## config.mk

```make
export PLATFORM = sky130hd
export DESIGN_NAME = multi_slot_expiry_timer
export DESIGN_NICKNAME = d
export VERILOG_FILES = /design/src/rtl/core/mset_pkg.sv /design/src/rtl/core/mset_ctrl.sv /design/src/rtl/core/mset_dp.sv /design/src/rtl/core/multi_slot_expiry_timer.sv
export SDC_FILE = /design/constraint.sdc
export NUM_CORES = 2
export LEC_CHECK = 0
export BUFFER_PORTS_ARGS = -buffer_cell sky130_fd_sc_hd__buf_2
export CELL_PAD_IN_SITES_DETAIL_PLACEMENT = 1
export CELL_PAD_IN_SITES_GLOBAL_PLACEMENT = 2
export CORE_MARGIN = 5
export CORE_UTILIZATION = 30
export DETAILED_ROUTE_END_ITERATION = 7
export HOLD_SLACK_MARGIN = 0.02
export PLACE_DENSITY = 0.6
export SYNTH_ARGS = -nofsm -noshare
export SYNTH_HDL_FRONTEND = slang
export SYNTH_SLANG_ARGS = --single-unit
```

## constraint.sdc

```tcl
create_clock -name clk -period 11.8 [get_ports clk]
set_input_delay 1.18 -clock clk [delete_from_list [all_inputs] [get_ports clk]]
set_output_delay 1.18 -clock clk [all_outputs]
set_load 0.03 [all_outputs]
```

## src/rtl/core/mset_pkg.sv

```systemverilog
package mset_pkg;

	typedef enum logic [1:0] {
		OP_TICK    = 2'd0,
		OP_CREATE  = 2'd1,
		OP_DESTROY = 2'd2,
		OP_QUERY   = 2'd3
	} op_t;

	typedef enum logic [1:0] {
		KIND_CREATE  = 2'd0,
		KIND_EXPIRY  = 2'd1,
		KIND_DESTROY = 2'd2,
		KIND_QUERY   = 2'd3
	} kind_t;

	localparam logic [1:0] ST_OK      = 2'd0;
	localparam logic [1:0] ST_NO_FREE = 2'd1;
	localparam logic [1:0] ST_UNUSED  = 2'd2;

	localparam int RES_CAP = 16;

	typedef struct packed {
		logic [1:0]  operation;
		logic [3:0]  slot;
		logic [31:0] period;
		logic        periodic;
		logic [15:0] tag;
	} in_item_t;

	typedef struct packed {
		logic [1:0]        kind;
		logic [3:0]        slot_out;
		logic [15:0]       tag_out;
		logic signed [31:0] remaining;
		logic [1:0]        status;
		logic              last;
	} out_item_t;

	// controller to datapath
	typedef struct packed {
		logic load;      // capture input item
		logic tick;      // advance now
		logic alloc;     // write new slot, start insert
		logic ins_start; // begin sorted insert of cur slot
		logic ins_step;  // compare at scan position, advance
		logic ins_place; // shift list and place at scan position
		logic rm_start;  // begin search for slot to remove
		logic rm_step;   // advance search / shift
		logic pop;       // remove head, latch it as cur slot
		logic free_slot; // clear in-use of input slot
		logic emit;      // drive result
		logic emit_last;
		logic [1:0] emit_sel; // which result kind
	} dp_cmd_t;

	// datapath to controller
	typedef struct packed {
		logic list_empty;
		logic list_full;
		logic head_due;
		logic ins_found;  // insert position reached
		logic rm_done;    // removal shift finished or not found
		logic cur_reload;
		logic in_used;    // input slot valid and in use
		logic any_free;
	} dp_stat_t;

endpackage

```

## src/rtl/core/mset_ctrl.sv

```systemverilog
module mset_ctrl import mset_pkg::*; #(
	parameter int EV_CAP = 16
) (
	input  logic     clk,
	input  logic     arst_n,
	input  logic     start,
	input  logic [1:0] op,
	output logic     busy,
	input  dp_stat_t stat,
	output dp_cmd_t  cmd
);
	typedef enum logic [3:0] {
		S_IDLE, S_DECODE, S_CREATE, S_INS, S_INS_PLACE, S_RM, S_DESTROY_OUT,
		S_TICK_CHECK, S_POP, S_EMIT_EXP
	} state_t;

	localparam int CW = $clog2(EV_CAP + 1);

	state_t state_q;
	logic [CW-1:0] nexp_q;
	logic ins_from_tick_q;

	assign busy = (state_q != S_IDLE);

	always_comb begin
		cmd = '0;
		case (state_q)
			S_IDLE: begin
				cmd.load = start;
			end
			S_DECODE: begin
				case (op)
					OP_TICK: cmd.tick = 1'b1;
					OP_CREATE: begin
						if (stat.any_free) begin
							cmd.alloc = 1'b1;
							cmd.ins_start = 1'b1;
						end else begin
							cmd.emit = 1'b1;
							cmd.emit_last = 1'b1;
							cmd.emit_sel = KIND_CREATE;
						end
					end
					OP_DESTROY: begin
						if (stat.in_used) begin
							cmd.rm_start = 1'b1;
						end else begin
							cmd.emit = 1'b1;
							cmd.emit_last = 1'b1;
							cmd.emit_sel = KIND_DESTROY;
						end
					end
					default: begin
						cmd.emit = 1'b1;
						cmd.emit_last = 1'b1;
						cmd.emit_sel = KIND_QUERY;
					end
				endcase
			end
			S_INS: cmd.ins_step = !stat.ins_found;
			S_INS_PLACE: begin
				cmd.ins_place = 1'b1;
				if (!ins_from_tick_q) begin
					cmd.emit = 1'b1;
					cmd.emit_last = 1'b1;
					cmd.emit_sel = KIND_CREATE;
				end
			end
			S_RM: cmd.rm_step = 1'b1;
			S_DESTROY_OUT: begin
				cmd.free_slot = 1'b1;
				cmd.emit = 1'b1;
				cmd.emit_last = 1'b1;
				cmd.emit_sel = KIND_DESTROY;
			end
			S_POP: cmd.pop = 1'b1;
			S_EMIT_EXP: begin
				cmd.emit = 1'b1;
				cmd.emit_sel = KIND_EXPIRY;
				cmd.ins_start = stat.cur_reload && !stat.list_full;
			end
			default: ;
		endcase
	end

	// last flag on an expiry event needs the next head decision; the
	// datapath looks ahead for it, see mset_dp
	always_ff @(posedge clk or negedge arst_n) begin
		if (!arst_n) begin
			state_q <= S_IDLE;
			nexp_q <= '0;
			ins_from_tick_q <= 1'b0;
		end else begin
			case (state_q)
				S_IDLE: if (start) state_q <= S_DECODE;
				S_DECODE: begin
					case (op)
						OP_TICK: begin
							nexp_q <= '0;
							state_q <= S_TICK_CHECK;
						end
						OP_CREATE: begin
							ins_from_tick_q <= 1'b0;
							state_q <= stat.any_free ?
								(stat.list_full ? S_INS_PLACE : S_INS) : S_IDLE;
						end
						OP_DESTROY: state_q <= stat.in_used ? S_RM : S_IDLE;
						default: state_q <= S_IDLE;
					endcase
				end
				S_INS: if (stat.ins_found) state_q <= S_INS_PLACE;
				S_INS_PLACE: state_q <= ins_from_tick_q ? S_TICK_CHECK : S_IDLE;
				S_RM: if (stat.rm_done) state_q <= S_DESTROY_OUT;
				S_DESTROY_OUT: state_q <= S_IDLE;
				S_TICK_CHECK: begin
					if (nexp_q != CW'(EV_CAP) && !stat.list_empty && stat.head_due)
						state_q <= S_POP;
					else
						state_q <= S_IDLE;
				end
				S_POP: state_q <= S_EMIT_EXP;
				S_EMIT_EXP: begin
					nexp_q <= nexp_q + 1'b1;
					ins_from_tick_q <= 1'b1;
					if (stat.cur_reload && !stat.list_full)
						state_q <= S_INS;
					else
						state_q <= S_TICK_CHECK;
				end
				default: state_q <= S_IDLE;
			endcase
		end
	end
endmodule

```

## src/rtl/core/mset_dp.sv

```systemverilog
module mset_dp import mset_pkg::*; #(
	parameter int NUM_TIMERS = 16,
	parameter int TAG_WIDTH  = 16,
	parameter int EV_CAP     = 16
) (
	input  logic      clk,
	input  logic      arst_n,
	input  in_item_t  in_item,
	input  dp_cmd_t   cmd,
	output dp_stat_t  stat,
	output logic      res_valid,
	output out_item_t res_item
);
	localparam int SW = $clog2(NUM_TIMERS);
	localparam int CW = $clog2(NUM_TIMERS + 1);
	localparam int EW = $clog2(EV_CAP + 1);

	in_item_t       in_q;
	logic [31:0]    now_q;
	logic [NUM_TIMERS-1:0] used_q;
	logic [31:0]    exp_q  [NUM_TIMERS];
	logic [31:0]    per_q  [NUM_TIMERS];
	logic           rel_q  [NUM_TIMERS];
	logic [TAG_WIDTH-1:0] tag_q [NUM_TIMERS];
	logic [SW-1:0]  list_q [NUM_TIMERS];
	logic [CW-1:0]  cnt_q;
	logic [CW-1:0]  pos_q;
	logic [SW-1:0]  cur_q;
	logic [31:0]    key_q;
	logic [31:0]    cur_rem_q;
	logic [EW-1:0]  nev_q;
	logic           rm_found_q;

	logic [SW-1:0]  free_idx;
	logic           any_free;
	logic [31:0]    eff_per;
	logic           in_used;
	logic [SW-1:0]  in_slot;
	logic [SW-1:0]  head;
	logic [31:0]    hdiff, idiff;
	logic [SW-1:0]  pos_idx;
	logic           rm_hit;

	function automatic logic le0(input logic [31:0] d);
		return (d == 32'd0) || d[31];
	endfunction

	always_comb begin
		free_idx = '0;
		any_free = 1'b0;
		for (int i = NUM_TIMERS - 1; i >= 0; i--) begin
			if (!used_q[i]) begin
				free_idx = SW'(i);
				any_free = 1'b1;
			end
		end
	end

	assign eff_per = (in_q.period == 32'd0) ? 32'd1 : in_q.period;
	assign in_slot = SW'(in_q.slot);
	assign in_used = (32'(in_q.slot) < NUM_TIMERS) && used_q[in_slot];
	assign head = list_q[0];
	assign hdiff = exp_q[head] - now_q;
	assign pos_idx = pos_q[SW-1:0];
	assign idiff = key_q - exp_q[list_q[pos_idx]];
	assign rm_hit = rm_found_q || (list_q[pos_idx] == in_slot);

	assign stat.list_empty = (cnt_q == '0);
	assign stat.list_full  = (cnt_q == CW'(NUM_TIMERS));
	assign stat.head_due   = le0(hdiff);
	assign stat.ins_found  = (pos_q >= cnt_q) || le0(idiff);
	assign stat.rm_done    = (pos_q >= cnt_q);
	assign stat.cur_reload = rel_q[cur_q];
	assign stat.in_used    = in_used;
	assign stat.any_free   = any_free;

	// last on an expiry: the next head check would stop the run
	logic exp_last;
	logic [SW-1:0] nhead;
	logic          reins;
	always_comb begin
		reins = rel_q[cur_q] && (cnt_q != CW'(NUM_TIMERS));
		nhead = head;
		exp_last = 1'b0;
		if (EW'(nev_q + 1'b1) == EW'(EV_CAP)) begin
			exp_last = 1'b1;
		end else if (cnt_q == '0) begin
			// only the reinserted entry could follow
			exp_last = !(reins && le0(per_q[cur_q]));
		end else begin
			// reinserted key goes before head if it is due-or-earlier
			if (reins && le0((now_q + per_q[cur_q]) - exp_q[head]))
				exp_last = !le0(per_q[cur_q]);
			else
				exp_last = !le0(exp_q[head] - now_q);
		end
	end

	out_item_t res_d;
	always_comb begin
		res_d = '0;
		res_d.kind = cmd.emit_sel;
		res_d.last = cmd.emit_last;
		case (cmd.emit_sel)
			KIND_CREATE: begin
				if (cmd.ins_place) begin
					res_d.slot_out = 4'(cur_q);
					res_d.remaining = per_q[cur_q];
					res_d.status = ST_OK;
				end else begin
					res_d.status = ST_NO_FREE;
				end
			end
			KIND_EXPIRY: begin
				res_d.slot_out = 4'(cur_q);
				res_d.tag_out = 16'(tag_q[cur_q]);
				res_d.remaining = cur_rem_q;
				res_d.last = exp_last;
			end
			KIND_DESTROY: begin
				res_d.slot_out = in_q.slot;
				res_d.status = in_used ? ST_OK : ST_UNUSED;
			end
			default: begin
				res_d.slot_out = in_q.slot;
				if (in_used) begin
					res_d.remaining = exp_q[in_slot] - now_q;
					res_d.status = ST_OK;
				end else begin
					res_d.remaining = 32'hFFFF_FFFF;
					res_d.status = ST_UNUSED;
				end
			end
		endcase
	end

	always_ff @(posedge clk or negedge arst_n) begin
		if (!arst_n) begin
			now_q <= '0;
			used_q <= '0;
			cnt_q <= '0;
			res_valid <= 1'b0;
		end else begin
			res_valid <= cmd.emit;
			if (cmd.tick) now_q <= now_q + 32'd1;
			if (cmd.alloc) used_q[free_idx] <= 1'b1;
			if (cmd.free_slot) used_q[in_slot] <= 1'b0;
			if (cmd.ins_place && cnt_q != CW'(NUM_TIMERS)) cnt_q <= cnt_q + 1'b1;
			if (cmd.pop) cnt_q <= cnt_q - 1'b1;
			// drop the entry on the final search step
			if (cmd.rm_step && pos_q < cnt_q && rm_hit && pos_q + 1'b1 >= cnt_q)
				cnt_q <= cnt_q - 1'b1;
		end
	end

	always_ff @(posedge clk) begin
		if (cmd.load) in_q <= in_item;
		if (cmd.tick) nev_q <= '0;
		if (cmd.emit && cmd.emit_sel == KIND_EXPIRY) nev_q <= nev_q + 1'b1;
		if (cmd.alloc) begin
			per_q[free_idx] <= eff_per;
			rel_q[free_idx] <= in_q.periodic;
			tag_q[free_idx] <= TAG_WIDTH'(in_q.tag);
			cur_q <= free_idx;
		end
		if (cmd.ins_start) begin
			pos_q <= '0;
			if (cmd.alloc) begin
				key_q <= now_q + eff_per;
				exp_q[free_idx] <= now_q + eff_per;
			end else begin
				key_q <= now_q + per_q[cur_q];
			end
		end
		if (cmd.ins_step) pos_q <= pos_q + 1'b1;
		if (cmd.ins_place && cnt_q != CW'(NUM_TIMERS)) begin
			exp_q[cur_q] <= key_q;
			for (int i = NUM_TIMERS - 1; i > 0; i--)
				if (CW'(i) > pos_q && CW'(i) <= cnt_q) list_q[i] <= list_q[i-1];
			list_q[pos_idx] <= cur_q;
		end
		if (cmd.rm_start) begin
			pos_q <= '0;
			rm_found_q <= 1'b0;
		end
		if (cmd.rm_step && pos_q < cnt_q) begin
			pos_q <= pos_q + 1'b1;
			if (rm_hit) begin
				rm_found_q <= 1'b1;
				if (32'(pos_q) + 1 < NUM_TIMERS && pos_q + 1'b1 < cnt_q)
					list_q[pos_idx] <= list_q[SW'(pos_q + 1'b1)];
			end
		end
		if (cmd.pop) begin
			cur_q <= head;
			cur_rem_q <= hdiff;
			for (int i = 0; i < NUM_TIMERS - 1; i++) list_q[i] <= list_q[i+1];
		end
		if (cmd.emit) res_item <= res_d;
	end
endmodule

```

## src/rtl/core/multi_slot_expiry_timer.sv

```systemverilog
// Query and failed create or destroy reply straight from decode; otherwise create and
// destroy walk the sorted list, one list entry per cycle, then reply. Tick: each expiry
// is popped and emitted, and a periodic entry is reinserted by the same list walk;
// busy stays high until the item is done, and after a query, create or destroy the
// next item can start in the cycle its final reply shows. Results cannot be stalled.
// Reset clears now, slot usage and the list count; slot stores are unset.
module multi_slot_expiry_timer import mset_pkg::*; #(
	parameter int NUM_TIMERS = 16,
	parameter int TAG_WIDTH  = 16
) (
	input  logic      clk,
	input  logic      arst_n,
	input  logic      start,
	input  in_item_t  in_item,
	output logic      busy,
	output logic      result_valid,
	output out_item_t result
);
	localparam int EV_CAP = (NUM_TIMERS < RES_CAP) ? NUM_TIMERS : RES_CAP;

	dp_cmd_t  cmd;
	dp_stat_t stat;
	logic [1:0] op_q;

	always_ff @(posedge clk or negedge arst_n) begin
		if (!arst_n) op_q <= OP_TICK;
		else if (start && !busy) op_q <= in_item.operation;
	end

	mset_ctrl #(.EV_CAP(EV_CAP)) u_ctrl (
		.clk(clk), .arst_n(arst_n), .start(start), .op(op_q),
		.busy(busy), .stat(stat), .cmd(cmd)
	);

	mset_dp #(.NUM_TIMERS(NUM_TIMERS), .TAG_WIDTH(TAG_WIDTH), .EV_CAP(EV_CAP)) u_dp (
		.clk(clk), .arst_n(arst_n), .in_item(in_item), .cmd(cmd), .stat(stat),
		.res_valid(result_valid), .res_item(result)
	);

	a_load_idle: assert property (@(posedge clk) disable iff (!arst_n)
		cmd.load |-> !busy) else $error("load while busy");
	a_no_res_idle: assert property (@(posedge clk) disable iff (!arst_n)
		(start && !busy) |=> !result_valid) else $error("result without work");
	a_last_ends: assert property (@(posedge clk) disable iff (!arst_n)
		(result_valid && result.last && result.kind != KIND_EXPIRY) |-> !busy)
		else $error("busy after final reply");
endmodule
```

==> results.toml <==
[run_status]
outcome = "complete, no violations"

[logic_synthesis]
ys_top_cells_by_count = "edfxtp_1 (1548), mux4_2 (768), nand2_1 (554)"
async_reset_ff_share_pct = 4.06
ys_ff_latch = 1627
yosysWarnings = 0
synth_fp_nets = 5565
synth-main-ff-cell = "edfxtp_1"
netlist_top_cells_area = "edfxtp_1 (56%), mux4_2 (21%), ha_1 (3.2%)"
synth_area_mm2 = 0.0830
yosysTopAreaCell = "edfxtp_1"
synthDistinctLibCells = 97
post-synth-top-count-cell = "edfxtp_1"
yosys.area.top_type_share_pct = 56.0
syn_area_per_cell_um2 = 15.7
seq_area_frac_synth_pct = 58.3
synthCells = 5291
synth_edf_count = 1548

[die]
start_util_pct = 30.1
ios = 117
num_rows = 193
core-area_mm2 = 0.276
die-area_mm2 = 0.287
die_height_um = 536
dieWidth_um = 536

[sta]
worst_slack_ps = 2430
final-hold-violation-count = 0
hold_ws_ps = 261
fmax_mhz = 107
fin_skew_ps = 75.2
period_share_pct = 79.4
tns_ps = 0
finalSetupViolCount = 0
finalMaxSlewViolations = 0
rsz0062_at_grt = "no"
worst_slew_pin_slew_ps = 1370
finalCriticalPeriod_ps = 9370
relSlewSlack_pct = 7.96

[grt]
grt_pass1_vias = 52800
grt_usage_pct = 19.7
antenna_found_initial = 16
grt_max_degree = 99
overflow = 0
grt_pass1_wl_um = 408000

[clock_network]
cts_setup_buffers = 0
cts_tree = "built"
cts-root-buf = "clkbuf_16"
clk_pin_slew_ps = 60
cts_max_level = 4
clk_latency_ps = 860
cts_buffer_depth = 3
cts_buffers = 180
clock-sinks = 1627
cts_resized = 0
cts_hold_buf = 0

[setup_path]
max_stage_delay_ps = 840
critPathCaptureType = "register"
crit_type = "register to register"
start_kind = "register"
cp.arrival_ps = 9940
cp_max_fo = 37
crit_slowest_cell = "dfxtp_4"
required_ps = 12370

[drt]
dr.pass1.iters = 5
wl_per_cell_um = 31.1
drc = 0
wl_um = 288000
drt-initial-drc-count = 4887
vias = 51000
ant_nets = 0
vias_per_cell = 5.52

[power]
totalPowerFinal_uw = 25400
vdd_ir_drop_max_uv = 176
powerDensity_mw_per_mm2 = 270
p_leak_uw = 0.0312

[worst_hold_path]
hold_path.class = "input pin to async pin"

[cells_and_area]
drive_above_1_share_pct = 24.6
synthToLayoutAreaGrowth_pct = 13.4
fill_cells = 28200
fin_nets = 5667

[placement]
dp_hpwl_um = 186000
finalWeightedCongestion = 0.850
port_buffers = 116
place_ws_ps = 2520

[job]
maxCapViolCount = 0
cell usage in the layout, fill, tap and decap left out, types with 66 or more instances in the layout:
| cell | instances |
|---|---|
| edfxtp_1 | 1548 |
| mux4_2 | 766 |
| nand2_1 | 552 |
| o21ai_0 | 210 |
| ha_1 | 210 |
| inv_1 | 197 |
| a21oi_1 | 197 |
| clkbuf_16 | 181 |
| nor2_1 | 146 |
| xnor2_1 | 128 |
| buf_2 | 115 |
| buf_4 | 108 |
| dfrtp_1 | 66 |
worst paths after layout:
kind	from	end	slack, ps	cells after the start
max in group asynchronous	arst_n	u_dp.now_q[9]	10450	2
max	register	u_dp.res_item[0]	2430	28
min	arst_n	u_dp.used_q[5]	260	1
max reg2reg	register	u_dp.res_item[0]	2430	28
min reg2reg	u_dp.rm_found_q	u_dp.rm_found_q	480	1
min in group clk	u_dp.rm_found_q	u_dp.rm_found_q	480	1
state kept, by name, indices dropped and copies added (netlist names), named ones only:
| register | count |
|---|---|
| u_dp.key_q | 32 |
| u_dp.used_q | 16 |
| u_dp.in_q | 49 |
| u_dp.per_q | 512 |
| u_dp.now_q | 32 |
| u_dp.res_valid | 1 |
| u_ctrl.ins_from_tick_q | 1 |
| u_dp.cur_q | 4 |
| u_dp.exp_q | 512 |
| u_dp.res_item | 57 |
| u_ctrl.nexp_q | 5 |
| u_dp.rel_q | 16 |
| u_dp.rm_found_q | 1 |
| u_dp.tag_q | 256 |
| u_dp.list_q | 64 |
| u_dp.nev_q | 5 |
| u_dp.cnt_q | 5 |
| u_dp.cur_rem_q | 32 |
| u_dp.in_slot | 4 |
| u_dp.pos_q | 5 |
| u_ctrl.state_q | 4 |
| op_q | 2 |
where the power goes:
part | leakage, µW | total, µW | internal (µW) | switching, µW
registers | 0.0150 | 7760 | 7180 | 578
logic | 0.0134 | 12000 | 4740 | 7300
clock network | 0.00283 | 5630 | 3130 | 2500
per-layer routing:
layer	vias to the layer above	part of all wire [%]	global-route usage, %
met5	-	0	0
met4	0	2.5	4.85
met3	326	5.0	2.52
met2	1569	47	31.8
met1	27600	45	28.2
li1	21500	-	-
cell families after synthesis:
kind of cell / synth area share [%]
DFF: 58.3
and+or+nand+nor: 6.31
AOI/OAI and AO/OA: 6.42
muxes: 21.5
buffers and inverters: 2.35
adders and majority gates: 3.31
xor gates and xnor gates: 1.81
cell type report:
class                   count  area, µm²  area share [%]
well taps                3705       4640            4.93
clock inverters           110       1150            1.22
inverters                 200        758           0.806
diodes                      6       15.0          0.0160
flip-flops and latches   1627      48400            51.5
clock buffers             222       4730            5.03
repair buffers            226       1450            1.54
multi-input cells        3158      32900            35.0
critical path: cells and delay by family (launching register included):
kind	cells	cell delay, ps
AO/OA/AOI/OAI	14	3560
XOR/XNOR	1	130
adder cells (fa/ha/maj)	3	1130
buffers and inverters	3	1020
flip-flops	1	840
multiplexers	2	1110
AND/OR/NAND/NOR	5	1210
through the flow:
| step | cells | cell area, µm² | utilization, % |
|---|---|---|---|
| after floorplan | 5291 | 83000 | - |
| after global placement | 8916 | 88200 | 31.9 |
| after detailed placement | 8916 | 88200 | 31.9 |
| after CTS | 9248 | 94100 | 34.1 |
| after global routing | 9250 | 94100 | 34.1 |
| final | 9254 | 94100 | 34.1 |
No activity file was read; power rests on OpenSTA's default activity.
